## src/bdpc_pkg.sv

```systemverilog
`timescale 1ns / 1ps
`default_nettype none

package bdpc_pkg;

  // History keeps the low 13 bits; the top three bits are always one
  localparam int unsigned HIST_W = 13;
  localparam int unsigned CNT_W  = 16;
  localparam int unsigned CFG_W  = 16;
  localparam int unsigned CIDX_W = 2;

  // 0xf000 and 0xe000 with the forced top bits removed
  localparam logic [HIST_W-1:0] HIST_TOP_ONE  = 13'h1000;
  localparam logic [HIST_W-1:0] HIST_ALL_ZERO = 13'h0000;
  localparam logic [CNT_W-1:0]  COUNT_MAX     = 16'hffff;

  // Register indexes on the configuration port
  localparam logic [CIDX_W-1:0] CFG_BACKLIGHT_SEC = 2'd0;
  localparam logic [CIDX_W-1:0] CFG_DISPLAY_SEC   = 2'd1;
  localparam logic [CIDX_W-1:0] CFG_LONG_SAMPLES  = 2'd2;

  // Register reset values
  localparam logic [CFG_W-1:0] BACKLIGHT_SEC_RST = 16'd30;
  localparam logic [CFG_W-1:0] DISPLAY_SEC_RST   = 16'd0;
  localparam logic [CFG_W-1:0] LONG_SAMPLES_RST  = 16'd200;

  typedef enum logic {
    ST_RELEASED,
    ST_PRESSED
  } press_state_t;

  typedef struct packed {
    logic sample_now;
    logic pin_level;
    logic second_tick;
  } in_item_t;

  typedef struct packed {
    logic short_press;
    logic long_press;
    logic held;
    logic display_on;
    logic backlight_on;
  } result_t;

  typedef struct packed {
    logic [CFG_W-1:0] backlight_seconds;
    logic [CFG_W-1:0] display_off_seconds;
    logic [CFG_W-1:0] long_press_samples;
  } cfg_t;

endpackage

`default_nettype wire

```

## src/bdpc_in_if.sv

```systemverilog
`timescale 1ns / 1ps
`default_nettype none

interface bdpc_in_if;
  logic valid;
  logic ready;
  logic sample_now;
  logic pin_level;
  logic second_tick;

  modport source (output valid, output sample_now, output pin_level, output second_tick,
                  input ready);
  modport sink (input valid, input sample_now, input pin_level, input second_tick,
                output ready);
endinterface

`default_nettype wire

```

## src/bdpc_out_if.sv

```systemverilog
`timescale 1ns / 1ps
`default_nettype none

interface bdpc_out_if;
  logic valid;
  logic ready;
  logic short_press;
  logic long_press;
  logic held;
  logic display_on;
  logic backlight_on;

  modport source (output valid, output short_press, output long_press, output held,
                  output display_on, output backlight_on, input ready);
  modport sink (input valid, input short_press, input long_press, input held,
                input display_on, input backlight_on, output ready);
endinterface

`default_nettype wire

```

## src/bdpc_debounce.sv

```systemverilog
`timescale 1ns / 1ps
`default_nettype none

module bdpc_debounce (
  input  wire logic                      clk,
  input  wire logic                      rst_n,
  input  wire logic                      advance,
  input  wire logic                      sample_now,
  input  wire logic                      pin_level,
  output logic [bdpc_pkg::CNT_W-1:0]     count_nxt
);

  logic [bdpc_pkg::HIST_W-1:0] hist_r;
  logic [bdpc_pkg::HIST_W-1:0] hist_nxt;
  logic [bdpc_pkg::CNT_W-1:0]  count_r;
  logic                        stable;

  // Shift the pin in (high means pressed) and advance or clear the count
  always_comb begin
    hist_nxt  = hist_r;
    count_nxt = count_r;
    stable    = 1'b0;
    if (sample_now) begin
      hist_nxt = {hist_r[bdpc_pkg::HIST_W-2:0], ~pin_level};
      stable   = (hist_nxt == bdpc_pkg::HIST_TOP_ONE) ||
                 ((hist_nxt == bdpc_pkg::HIST_ALL_ZERO) && (count_r != '0));
      if (!stable) begin
        count_nxt = '0;
      end else if (count_r != bdpc_pkg::COUNT_MAX) begin
        count_nxt = count_r + 1'b1;
      end
    end
  end

  always_ff @(posedge clk) begin
    if (!rst_n) begin
      hist_r  <= '0;
      count_r <= '0;
    end else if (advance) begin
      hist_r  <= hist_nxt;
      count_r <= count_nxt;
    end
  end

endmodule

`default_nettype wire

```

## src/bdpc_fsm.sv

```systemverilog
`timescale 1ns / 1ps
`default_nettype none

module bdpc_fsm (
  input  wire logic                  clk,
  input  wire logic                  rst_n,
  input  wire logic                  advance,
  input  wire logic                  second_tick,
  input  wire logic [bdpc_pkg::CNT_W-1:0] count,
  input  wire bdpc_pkg::cfg_t        cfg,
  output bdpc_pkg::result_t          result
);

  bdpc_pkg::press_state_t      state_r;
  bdpc_pkg::press_state_t      state_nxt;
  logic [bdpc_pkg::CNT_W-1:0]  last_r;
  logic [bdpc_pkg::CNT_W-1:0]  last_nxt;
  logic [bdpc_pkg::CNT_W-1:0]  sec_r;
  logic [bdpc_pkg::CNT_W-1:0]  sec_nxt;
  logic [bdpc_pkg::CNT_W-1:0]  sec_tick;
  logic                        long_rep_r;
  logic                        long_rep_nxt;
  logic                        disp_r;
  logic                        disp_nxt;
  logic                        bl_r;
  logic                        bl_nxt;
  logic                        short_p;
  logic                        long_p;

  // Count whole seconds, holding at full scale
  assign sec_tick = (second_tick && (sec_r != bdpc_pkg::COUNT_MAX)) ? sec_r + 1'b1 : sec_r;

  // Next state
  always_comb begin
    state_nxt = state_r;
    unique case (state_r)
      bdpc_pkg::ST_RELEASED: if (count != '0) state_nxt = bdpc_pkg::ST_PRESSED;
      bdpc_pkg::ST_PRESSED:  if (count == '0) state_nxt = bdpc_pkg::ST_RELEASED;
      default:               state_nxt = bdpc_pkg::ST_RELEASED;
    endcase
  end

  // Press pulses, timeouts and levels
  always_comb begin
    short_p      = 1'b0;
    long_p       = 1'b0;
    last_nxt     = last_r;
    long_rep_nxt = long_rep_r;
    sec_nxt      = sec_tick;
    disp_nxt     = disp_r;
    bl_nxt       = bl_r;
    unique case (state_r)
      bdpc_pkg::ST_RELEASED: begin
        if (count == '0) begin
          if (sec_tick >= cfg.backlight_seconds) bl_nxt = 1'b0;
          if ((cfg.display_off_seconds != '0) && (sec_tick >= cfg.display_off_seconds)) begin
            disp_nxt = 1'b0;
          end
        end
      end
      bdpc_pkg::ST_PRESSED: begin
        disp_nxt = 1'b1;
        if (cfg.backlight_seconds != '0) bl_nxt = 1'b1;
        if (count == '0) begin
          short_p      = (last_r < cfg.long_press_samples);
          long_rep_nxt = 1'b0;
          last_nxt     = '0;
          sec_nxt      = '0;
        end else begin
          last_nxt = count;
          if ((count >= cfg.long_press_samples) && !long_rep_r) begin
            long_rep_nxt = 1'b1;
            long_p       = 1'b1;
          end
        end
      end
      default: ;
    endcase
  end

  always_ff @(posedge clk) begin
    if (!rst_n) begin
      state_r    <= bdpc_pkg::ST_RELEASED;
      last_r     <= '0;
      sec_r      <= '0;
      long_rep_r <= 1'b0;
      disp_r     <= 1'b1;
      bl_r       <= 1'b1;
    end else if (advance) begin
      state_r    <= state_nxt;
      last_r     <= last_nxt;
      sec_r      <= sec_nxt;
      long_rep_r <= long_rep_nxt;
      disp_r     <= disp_nxt;
      bl_r       <= bl_nxt;
    end
  end

  assign result.short_press  = short_p;
  assign result.long_press   = long_p;
  assign result.held         = (state_nxt == bdpc_pkg::ST_PRESSED);
  assign result.display_on   = disp_nxt;
  assign result.backlight_on = bl_nxt;

  // A press is either short or long, never both
  a_pulse_excl: assert property (@(posedge clk) disable iff (!rst_n)
    !(short_p && long_p)) else $error("short and long press on one transfer");

  // The long flag lives only inside a press
  a_long_in_press: assert property (@(posedge clk) disable iff (!rst_n)
    long_rep_r |-> (state_r == bdpc_pkg::ST_PRESSED)) else $error("long flag while released");

  // While released the stored press length is cleared
  a_last_clear: assert property (@(posedge clk) disable iff (!rst_n)
    (state_r == bdpc_pkg::ST_RELEASED) |-> (last_r == '0)) else $error("stale press length");

  // A release restarts the seconds count
  a_release_sec: assert property (@(posedge clk) disable iff (!rst_n)
    (advance && (state_r == bdpc_pkg::ST_PRESSED) && (count == '0)) |=> (sec_r == '0))
    else $error("seconds not cleared on release");

endmodule

`default_nettype wire

```

## src/button_debounce_press_classifier.sv

```systemverilog
`timescale 1ns / 1ps
`default_nettype none

// Channel   Dir   Payload                                             Transfer
// in_ch     in    sample_now, pin_level, second_tick                  valid & ready
// out_ch    out   short_press, long_press, held, display_on,          valid & ready
//                 backlight_on
// cfg_*     in    cfg_index (2b), cfg_wdata (16b)                     cfg_we
//
// One item per clock while out_ch is not stalled; an accepted item passes through the
// input register and then the result register before it can transfer on out_ch.
// The press state, debounce history and timers update in the cycle an item moves
// from the input register to the result register.
// A stalled result holds in out_ch while one more item waits in the input register.
// rst_n is synchronous: state clears, registers take their defaults, display and
// backlight come up on.

module button_debounce_press_classifier (
  input  wire logic                         clk,
  input  wire logic                         rst_n,
  bdpc_in_if.sink                           in_ch,
  bdpc_out_if.source                        out_ch,
  input  wire logic                         cfg_we,
  input  wire logic [bdpc_pkg::CIDX_W-1:0]  cfg_index,
  input  wire logic [bdpc_pkg::CFG_W-1:0]   cfg_wdata
);

  bdpc_pkg::cfg_t              cfg_r;
  bdpc_pkg::in_item_t          item_r;
  logic                        item_valid_r;
  bdpc_pkg::result_t           res_r;
  bdpc_pkg::result_t           res_nxt;
  logic                        out_valid_r;
  logic                        advance;
  logic [bdpc_pkg::CNT_W-1:0]  count_nxt;

  // Move the held item into the result register when that register is free
  assign advance      = item_valid_r && (!out_valid_r || out_ch.ready);
  assign in_ch.ready  = !item_valid_r || advance;

  // Configuration writes
  always_ff @(posedge clk) begin
    if (!rst_n) begin
      cfg_r.backlight_seconds   <= bdpc_pkg::BACKLIGHT_SEC_RST;
      cfg_r.display_off_seconds <= bdpc_pkg::DISPLAY_SEC_RST;
      cfg_r.long_press_samples  <= bdpc_pkg::LONG_SAMPLES_RST;
    end else if (cfg_we) begin
      unique case (cfg_index)
        bdpc_pkg::CFG_BACKLIGHT_SEC: cfg_r.backlight_seconds   <= cfg_wdata;
        bdpc_pkg::CFG_DISPLAY_SEC:   cfg_r.display_off_seconds <= cfg_wdata;
        bdpc_pkg::CFG_LONG_SAMPLES:  cfg_r.long_press_samples  <= cfg_wdata;
        default: ;
      endcase
    end
  end

  // Input register
  always_ff @(posedge clk) begin
    if (!rst_n) begin
      item_valid_r <= 1'b0;
    end else if (in_ch.ready) begin
      item_valid_r <= in_ch.valid;
    end
  end

  always_ff @(posedge clk) begin
    if (in_ch.ready && in_ch.valid) begin
      item_r.sample_now  <= in_ch.sample_now;
      item_r.pin_level   <= in_ch.pin_level;
      item_r.second_tick <= in_ch.second_tick;
    end
  end

  bdpc_debounce u_debounce (
    .clk        (clk),
    .rst_n      (rst_n),
    .advance    (advance),
    .sample_now (item_r.sample_now),
    .pin_level  (item_r.pin_level),
    .count_nxt  (count_nxt)
  );

  bdpc_fsm u_fsm (
    .clk         (clk),
    .rst_n       (rst_n),
    .advance     (advance),
    .second_tick (item_r.second_tick),
    .count       (count_nxt),
    .cfg         (cfg_r),
    .result      (res_nxt)
  );

  // Result register
  always_ff @(posedge clk) begin
    if (!rst_n) begin
      out_valid_r <= 1'b0;
    end else if (advance) begin
      out_valid_r <= 1'b1;
    end else if (out_ch.ready) begin
      out_valid_r <= 1'b0;
    end
  end

  always_ff @(posedge clk) begin
    if (advance) begin
      res_r <= res_nxt;
    end
  end

  assign out_ch.valid        = out_valid_r;
  assign out_ch.short_press  = res_r.short_press;
  assign out_ch.long_press   = res_r.long_press;
  assign out_ch.held         = res_r.held;
  assign out_ch.display_on   = res_r.display_on;
  assign out_ch.backlight_on = res_r.backlight_on;

endmodule

`default_nettype wire

```

## src/flat_wrapper.sv

```systemverilog
// flat-port wrapper written by rule: the top's interface ports become plain ports
module button_debounce_press_classifier_flat 
  (clk, rst_n, cfg_we, cfg_index, cfg_wdata, in_ch_valid, in_ch_sample_now, in_ch_pin_level, in_ch_second_tick, in_ch_ready, out_ch_valid, out_ch_short_press, out_ch_long_press, out_ch_held, out_ch_display_on, out_ch_backlight_on, out_ch_ready);
  bdpc_in_if in_ch_i ();
  bdpc_out_if out_ch_i ();
  input  wire logic clk;
  input  wire logic rst_n;
  input  wire logic cfg_we;
  input  wire logic [bdpc_pkg::CIDX_W-1:0] cfg_index;
  input  wire logic [bdpc_pkg::CFG_W-1:0] cfg_wdata;
  input wire logic [$bits(in_ch_i.valid)-1:0] in_ch_valid;
  input wire logic [$bits(in_ch_i.sample_now)-1:0] in_ch_sample_now;
  input wire logic [$bits(in_ch_i.pin_level)-1:0] in_ch_pin_level;
  input wire logic [$bits(in_ch_i.second_tick)-1:0] in_ch_second_tick;
  output wire logic [$bits(in_ch_i.ready)-1:0] in_ch_ready;
  output wire logic [$bits(out_ch_i.valid)-1:0] out_ch_valid;
  output wire logic [$bits(out_ch_i.short_press)-1:0] out_ch_short_press;
  output wire logic [$bits(out_ch_i.long_press)-1:0] out_ch_long_press;
  output wire logic [$bits(out_ch_i.held)-1:0] out_ch_held;
  output wire logic [$bits(out_ch_i.display_on)-1:0] out_ch_display_on;
  output wire logic [$bits(out_ch_i.backlight_on)-1:0] out_ch_backlight_on;
  input wire logic [$bits(out_ch_i.ready)-1:0] out_ch_ready;
  assign in_ch_i.valid = in_ch_valid;
  assign in_ch_i.sample_now = in_ch_sample_now;
  assign in_ch_i.pin_level = in_ch_pin_level;
  assign in_ch_i.second_tick = in_ch_second_tick;
  assign in_ch_ready = in_ch_i.ready;
  assign out_ch_valid = out_ch_i.valid;
  assign out_ch_short_press = out_ch_i.short_press;
  assign out_ch_long_press = out_ch_i.long_press;
  assign out_ch_held = out_ch_i.held;
  assign out_ch_display_on = out_ch_i.display_on;
  assign out_ch_backlight_on = out_ch_i.backlight_on;
  assign out_ch_i.ready = out_ch_ready;
  button_debounce_press_classifier u_core (.clk(clk), .rst_n(rst_n), .in_ch(in_ch_i), .out_ch(out_ch_i), .cfg_we(cfg_we), .cfg_index(cfg_index), .cfg_wdata(cfg_wdata));
endmodule
```

## config.mk

```make
export PLATFORM = sky130hd
export DESIGN_NAME = button_debounce_press_classifier_flat
export DESIGN_NICKNAME = d
export VERILOG_FILES = /design/src/bdpc_pkg.sv /design/src/bdpc_in_if.sv /design/src/bdpc_out_if.sv /design/src/bdpc_debounce.sv /design/src/bdpc_fsm.sv /design/src/button_debounce_press_classifier.sv /design/src/flat_wrapper.sv
export SDC_FILE = /design/constraint.sdc
export NUM_CORES = 1
export LEC_CHECK = 0
export ABC_AREA = 1
export BUFFER_PORTS_ARGS = -buffer_cell sky130_fd_sc_hd__buf_4
export CAP_MARGIN = 0
export CORE_ASPECT_RATIO = 0.5
export CORE_MARGIN = 2
export CORE_UTILIZATION = 41
export DETAILED_ROUTE_END_ITERATION = 6
export REMOVE_ABC_BUFFERS = 1
export SLEW_MARGIN = 20
export SYNTH_ARGS = -nofsm -noshare
export SYNTH_HDL_FRONTEND = slang
export SYNTH_HIERARCHICAL = 1
export SYNTH_SLANG_ARGS = --single-unit
```

## constraint.sdc

```tcl
create_clock -name clk -period 3.4 [get_ports clk]
set_input_delay 1.02 -clock clk [delete_from_list [all_inputs] [get_ports clk]]
set_output_delay 1.02 -clock clk [all_outputs]
set_load 0.05 [all_outputs]
```

==> results of run 1 <==
==> path summary, 6_finish.rpt <==
check	from	endpoint	cells after the start
setup / recovery	u_core/u_fsm/sec_r[0]	u_core/u_fsm/disp_r	17
hold / removal	u_core/u_fsm/long_rep_r	u_core/u_fsm/long_rep_r	2
setup reg to reg	u_core/u_fsm/sec_r[0]	u_core/u_fsm/disp_r	17
hold reg to reg	u_core/u_fsm/long_rep_r	u_core/u_fsm/long_rep_r	2
==> cells in the mapped netlist (all sizes together) <==
| master | number |
|---|---|
| or2 | 1 |
| a21o | 1 |
| ha | 66 |
| xor2 | 10 |
| nand4 | 22 |
| o21ai | 36 |
| clkinv | 4 |
| a211oi | 3 |
| inv | 190 |
| a21oi | 104 |
| and2 | 4 |
| nor2 | 150 |
| a21boi | 2 |
| edfxtp | 8 |
| dfxtp | 114 |
| nand2 | 359 |
| nand3b | 1 |
| buf | 27 |
| o21a | 1 |
| xnor2 | 2 |
| clkbuf | 16 |
| o2111ai | 1 |
| nand3 | 93 |
| nor4 | 3 |
| nor3 | 14 |
==> sequential cells by signal (all words and copies together) (netlist names) <==
signal and cells:
u_core/out_ch.valid 1, u_core/item_r 3, u_core/cfg_r 48, u_core/item_valid_r 1, u_core/out_ch.display_on 1, u_core/u_debounce/count_r 16, u_core/u_fsm/disp_r 1, u_core/out_ch.long_press 1
u_core/out_ch.held 1, u_core/u_fsm/bl_r 1, u_core/u_fsm/sec_r 16, u_core/out_ch.backlight_on 1, u_core/u_fsm/state_r 1, u_core/out_ch.short_press 1, u_core/u_fsm/last_r 16, u_core/u_fsm/long_rep_r 1
u_core/u_debounce/hist_r 12
==> stage by stage <==
step	std cells	cell area (sq um)	utilization	TNS (ps)
global route	1530	9230	0.474	0
global placement	1498	8550	0.440	0
detailed placement	1498	8550	0.440	0
CTS	1530	9230	0.474	0
floorplan	1189	7890	-	-13160
finish	1530	9230	0.474	0
==> cells by family (layout without fill, tap and decap cells) <==
kind of cell,Yosys count,in the layout,share of synthesized area
compound gates,148,148,0.0969
xor+xnor,12,12,0.0129
buf+inv,237,269,0.121
flops,122,122,0.310
fa+ha+maj,66,66,0.102
simple gates,647,647,0.358
==> power by group <==
part / switching (mW) / internal, mW / total [mW]
Combinational: 0.416 / 0.226 / 0.642
Sequential: 0.0645 / 1.52 / 1.58
Clock: 0.699 / 1.38 / 2.08
Total: 1.18 / 3.13 / 4.31
==> cell type report <==
cell class	count	area, sq um
fill	1974	10200
multi-input combinational	873	4640
sequential	122	2520
inverter	194	736
clock buffer	22	485
tap	266	333
timing repair buffer	43	323
clock inverter	10	188
==> worst min-delay path, delay by kind of cell (launching register included) <==
kind / cells / cell delay, ps
compound gates: 1 / 60
buf+inv: 1 / 60
flops: 1 / 290
==> routing by layer <==
| layer | wire (um) | track usage | up-vias |
|---|---|---|---|
| met5 | 0 | 0 | - |
| met4 | 366 | 0.0688 | 0 |
| met3 | 849 | 0.0415 | 32 |
| met2 | 9470 | 0.346 | 142 |
| met1 | 10000 | 0.266 | 3434 |
| li1 | - | - | 3923 |
==> metrics, run 1 <==
result of the run=completed; Max FO, Critical Path=16; number of clock sinks=122; hold slack=458 ps; top post-synthesis cells by area=sky130_fd_sc_hd__dfxtp_1 (28%), sky130_fd_sc_hd__nand2_1 (16%), sky130_fd_sc_hd__ha_1 (10%), sky130_fd_sc_hd__inv_1 (8.4%), sky130_fd_sc_hd__nor2_1 (6.5%); count of hold buffers inserted by post-cts repair=0; GRT Resource Usage Total=0.207; maximum number of buffers from clock root to sink=2; CTS tree=built; maximum number of pins on one net before global-route repair=37; Max Clock Freq=332 MHz; ratio of final minimum period to clock period=0.885; CTS Root Buffer Type=sky130_fd_sc_hd__clkbuf_16; die extent in y=104 um; routed wirelength normalized by instance count=13.5 um; fraction of layout cells with a size suffix above 1=0.115; worst setup timing slack at the placement stage=398 ps; power per cell area=467 mW/mm^2; worst min-delay path class=reg -> reg; number of DRC violations after detailed routing=0; global placer's final weighted congestion=0.866; post-CTS repair timing setup buffer count=0; netlist area before placement=0.00814 sq mm; critical path buffer and inverter count=1; peak supply drop=288 uV; violation count after the first detailed-routing iteration=404; CTS clk-pin slew, worst paths=60 ps; Mapped Avg Cell Area=6.60 sq um; number of buffers added by the clock tree synthesis step=17; number of hold-slack violations in the final timing report=0; total power=4.31 mW; most frequent cells in the layout=sky130_fd_sc_hd__nand2_1 (340), sky130_fd_sc_hd__inv_1 (181), sky130_fd_sc_hd__nor2_1 (141); max-slew violation count=0; clock latency of the later-clocked register in the worst-skew pair=430 ps; number of nets in the finished design=1,343; number of port buffers=32; sequential area share after synthesis=0.310; most frequent cell on the critical path=sky130_fd_sc_hd__nand2_1; num rows=36; first-pass GRT wire length=35.2 mm; slowest cell on the critical path=sky130_fd_sc_hd__dfxtp_1; remaining max-slew budget at the tightest pin=0.489; number of vias per cell=4.92; final-report setup violation count=0; synthesized flop and latch total=122; Leak=4.47 nW; diode count=0; synthesis-to-layout area growth=13.4%; RSZ-0062 raised after global routing=false; post-CTS sizing=0; CP Cell Sequence=ha_1 > nand3_2 > nor3_2 > nand3_2 > nand2_4 > inv_4 > a21boi_0 > ha_1 > nand2_1 > o21ai_0 > a21oi_1 > nand2_1 > nand2_1 > nand2_1 > nand2_1 > nand2_1 > nand2_1; r2r setup slk=390 ps; Critical Path Start Type=register; area of the core=0.0195 sq mm; floorplan die area=0.0211 sq mm; capturing element type of the critical path=register; DP Wirelength=15.0 mm; number of antenna violations at the first check in global routing=0; Netlist cell types=44; number of instances in the synthesized netlist=1,232; maxcap violations=0; worst-margin pin slew=766 ps; number of top-level design ports=33; synthesis warning total=6; count of antenna-violating nets left after detailed routing=0; commonest non-fill, non-tap cell in the layout=sky130_fd_sc_hd__nand2_1; cell type with the highest aggregate area in the netlist=sky130_fd_sc_hd__dfxtp_1; vias in the first global route=7,236; final setup margin=391 ps; critical path required time=3770 ps; grt total ovfl=0; initial cell density of the core=0.418; crit-path leading delay family=simple AND/OR/NAND/NOR gates; vias after detailed routing=7,531; shortest period the worst path allows=3010 ps; first-pass iteration count of the detailed router=5; share of Yosys cell area claimed by the top area cell type=0.281; skew final=10.0 ps; maximum single-stage delay on the critical path=410 ps; worst endpoint data arrival time=3380 ps; horizontal die dimension=203 um; H-tree depth=4; Post-Route WL=20.7 mm; category of the most critical setup path=reg -> reg
(Power assumes the default switching activity.)
==> run 2: changes to the inputs <==
Settings changed: CAP_MARGIN 0 to 30, SYNTH_HIERARCHICAL 1 to not set, TNS_END_PERCENT set to 5.
==> metrics, run 2 <==
critical path required time=3570 ps (-200 ps); Leak=3.78 nW (-16%); number of antenna violations at the first check in global routing=0 (unchanged); most frequently used flop master after synthesis=sky130_fd_sc_hd__dfxtp_1; top post-synthesis cells by area=sky130_fd_sc_hd__dfxtp_1 (31%), sky130_fd_sc_hd__nand2_1 (13%), sky130_fd_sc_hd__ha_1 (11%), sky130_fd_sc_hd__a21oi_1 (8.7%), sky130_fd_sc_hd__inv_1 (7.2%); most frequent cells in the layout=sky130_fd_sc_hd__nand2_1 (246), sky130_fd_sc_hd__inv_1 (140), sky130_fd_sc_hd__a21oi_1 (128); flip-flop count of the largest register, all copies and words added=48 (unchanged); number of DRC violations after detailed routing=0 (unchanged); worst setup timing slack at the placement stage=64.5 ps (-334 ps); horizontal die dimension=193 um (-4.8%); remaining max-slew budget at the tightest pin=0.420 (-0.0693); CTS clk-pin slew, worst paths=60 ps (about the same); H-tree depth=4 (unchanged); worst endpoint data arrival time=3270 ps (-110 ps); Final Instance Count excl. Fillers=1,330 (-13%); CTS tree=built; number of top-level design ports=33 (unchanged); area of the core=0.0175 sq mm (-10%); skew final=9.70 ps (-0.303 ps); vias in the first global route=6,320 (-13%); number of port buffers=32 (unchanged); clock latency of the later-clocked register in the worst-skew pair=420 ps (about the same); worst min-delay path class=reg -> reg; cell type with the highest aggregate area in the netlist=sky130_fd_sc_hd__dfxtp_1; register with the most flip-flops=u_core.cfg_r; GRT Resource Usage Total=0.206 (-0.000666); maxcap violations=0 (unchanged); global placer's final weighted congestion=0.935 (+7.9%); worst-margin pin slew=868 ps (+102 ps); number of nets in the finished design=1,175 (-13%); first-pass iteration count of the detailed router=5 (unchanged); commonest non-fill, non-tap cell in the layout=sky130_fd_sc_hd__nand2_1; category of the most critical setup path=reg -> reg; initial cell density of the core=0.421 (+0.00263); grt total ovfl=0 (unchanged); number of vias per cell=5.04 (+2.3%); capturing element type of the critical path=register; Max FO, Critical Path=7 (-9); max-slew violation count=0 (unchanged); first-pass GRT wire length=31.8 mm (-9.8%); final-report setup violation count=0 (unchanged); top cells by count, synth=sky130_fd_sc_hd__nand2_1 (250), sky130_fd_sc_hd__inv_1 (142), sky130_fd_sc_hd__a21oi_1 (128), sky130_fd_sc_hd__dfxtp_1 (114), sky130_fd_sc_hd__o21ai_0 (74); Mapped Avg Cell Area=6.97 sq um (+5.5%); num rows=34 (-5.6%); ratio of final minimum period to clock period=0.911 (+0.0262); sequential area share after synthesis=0.343 (+0.0329); total power=3.80 mW (-12%); number of hold-slack violations in the final timing report=0 (unchanged); Post-Route WL=18.8 mm (-9.1%); die extent in y=98.7 um (-4.7%); violation count after the first detailed-routing iteration=348 (-14%); area of all placed cells without fillers=0.00849 sq mm (-8.0%); Max Clock Freq=323 MHz (-2.9%); floorplan die area=0.0191 sq mm (-9.3%); netlist area before placement=0.00736 sq mm (-9.6%); ys async rst share=0 (unchanged); share of Yosys cell area claimed by the top area cell type=0.310 (+0.0297); synthesis-to-layout area growth=15.4%; number of placed instances, taps included=1,295 (-14%); peak supply drop=323 uV (+12%); number of buffers added by the clock tree synthesis step=17 (unchanged); diode count=0 (unchanged); number of clock sinks=122 (unchanged); routed wirelength normalized by instance count=14.1 um (+4.5%); count of hold buffers inserted by post-cts repair=0 (unchanged); number of enable flip-flop cells after synthesis=8 (unchanged); synthesis warning total=0 (-6); result of the run=completed; hold slack=470 ps (+11.9 ps); CTS Root Buffer Type=sky130_fd_sc_hd__clkbuf_16; power per cell area=448 mW/mm^2 (-4.0%); vias after detailed routing=6,698 (-11%); final setup margin=302 ps (-89.1 ps); fraction of layout cells with a size suffix above 1=0.135 (+0.0203); maximum number of pins on one net before global-route repair=59 (+59%); Netlist cell types=36 (-18%); number of inserted filler cells in the final layout=1,707 (-14%); Critical Path Start Type=register; shortest period the worst path allows=3100 ps (+89.1 ps); maximum number of buffers from clock root to sink=2 (unchanged); total cell area at the placement stage=0.00780 sq mm (-8.8%); most frequent cell after synthesis=sky130_fd_sc_hd__nand2_1; count of antenna-violating nets left after detailed routing=0 (unchanged); synthesized flop and latch total=122 (unchanged); number of instances in the synthesized netlist=1,056 (-14%); DP Wirelength=13.9 mm (-7.3%)
run 2: changes by cell type after synthesis, moves of 10 or more:
cell | before | now
sky130_fd_sc_hd__a21oi_1 | 97 | 128
sky130_fd_sc_hd__buf_2 | 15 | 2
sky130_fd_sc_hd__clkbuf_1 | 15 | 29
sky130_fd_sc_hd__inv_1 | 181 | 142
sky130_fd_sc_hd__nand2_1 | 340 | 250
sky130_fd_sc_hd__nand3_1 | 71 | 48
sky130_fd_sc_hd__nand3_2 | 22 | 7
sky130_fd_sc_hd__nor2_1 | 141 | 73
sky130_fd_sc_hd__o211ai_1 | 0 | 10
sky130_fd_sc_hd__o21ai_0 | 33 | 74
run 2: what timing repair did:
item                                   CTS  global route
setup buffers                            0             1
resized for setup                        0            21
setup endpoints to repair                0             4
endpoints found under the hold margin    0             0
run 2: worst max-delay path, cell delays in order, from the launching register on:
cell and delay [ps]:
sky130_fd_sc_hd__dfxtp_2 360, sky130_fd_sc_hd__ha_2 210, sky130_fd_sc_hd__nand2_1 70, sky130_fd_sc_hd__nor2_2 140, sky130_fd_sc_hd__nand3_1 130, sky130_fd_sc_hd__nand2_4 150, sky130_fd_sc_hd__clkinvlp_4 200, sky130_fd_sc_hd__nand2_4 130
sky130_fd_sc_hd__nor2_1 70, sky130_fd_sc_hd__xor2_1 200, sky130_fd_sc_hd__inv_1 80, sky130_fd_sc_hd__ha_1 290, sky130_fd_sc_hd__nand2_1 60, sky130_fd_sc_hd__nor3_2 200, sky130_fd_sc_hd__nand3_1 90, sky130_fd_sc_hd__nand3_1 100
sky130_fd_sc_hd__o21ai_0 90, sky130_fd_sc_hd__inv_1 60, sky130_fd_sc_hd__nand3_1 80, sky130_fd_sc_hd__nand2_1 70, sky130_fd_sc_hd__nand2_1 50
run 2: worst paths after layout:
| path | startpoint | to | slack, ps | cells after the start |
|---|---|---|---|---|
| setup / recovery | u_core.u_fsm.sec_r[0] | u_core.out_ch.display_on | 300 | 20 |
| hold / removal | u_core.u_fsm.last_r[5] | u_core.u_fsm.last_r[5] | 470 | 2 |
| setup reg to reg | u_core.u_fsm.sec_r[0] | u_core.out_ch.display_on | 300 | 20 |
| hold reg to reg | u_core.u_fsm.last_r[5] | u_core.u_fsm.last_r[5] | 470 | 2 |
run 2: logic make-up after synthesis:
family / synth area share
xor+xnor: 0.0191
compound gates: 0.165
flops: 0.343
simple gates: 0.264
buf+inv: 0.0973
fa+ha+maj: 0.112
run 2: area by class of cell:
class	instances	area, sq um	area share
flip-flops and latches	122	2530	0.298
multi-input cells	749	4170	0.492
inverters	149	563	0.0663
repair buffers	43	335	0.0395
clock buffers	17	425	0.0501
well taps	234	293	0.0345
repair inverters	1	7.51	0.000884
clock inverters	15	165	0.0195
run 2: metrics by stage:
step / util / setup TNS [ps]
2_1_floorplan: - / -3650
3_3_place_gp: 0.446 / 0
3_5_place_dp: 0.446 / 0
4_1_cts: 0.480 / 0
5_1_grt: 0.485 / -25.2
6_report: 0.485 / 0
run 2: layer usage:
layer,up-vias,track usage,part of all wire
li1,3512,-,-
met1,3037,0.280,0.50
met2,118,0.335,0.45
met3,31,0.0356,0.035
met4,0,0.0699,0.019
met5,-,0,0
run 2: report_power, final:
part           leakage (nW)  switching, mW  internal (mW)
Sequential             1.00         0.0300           1.50
Combinational          2.49          0.296          0.150
Clock                 0.286          0.735           1.09
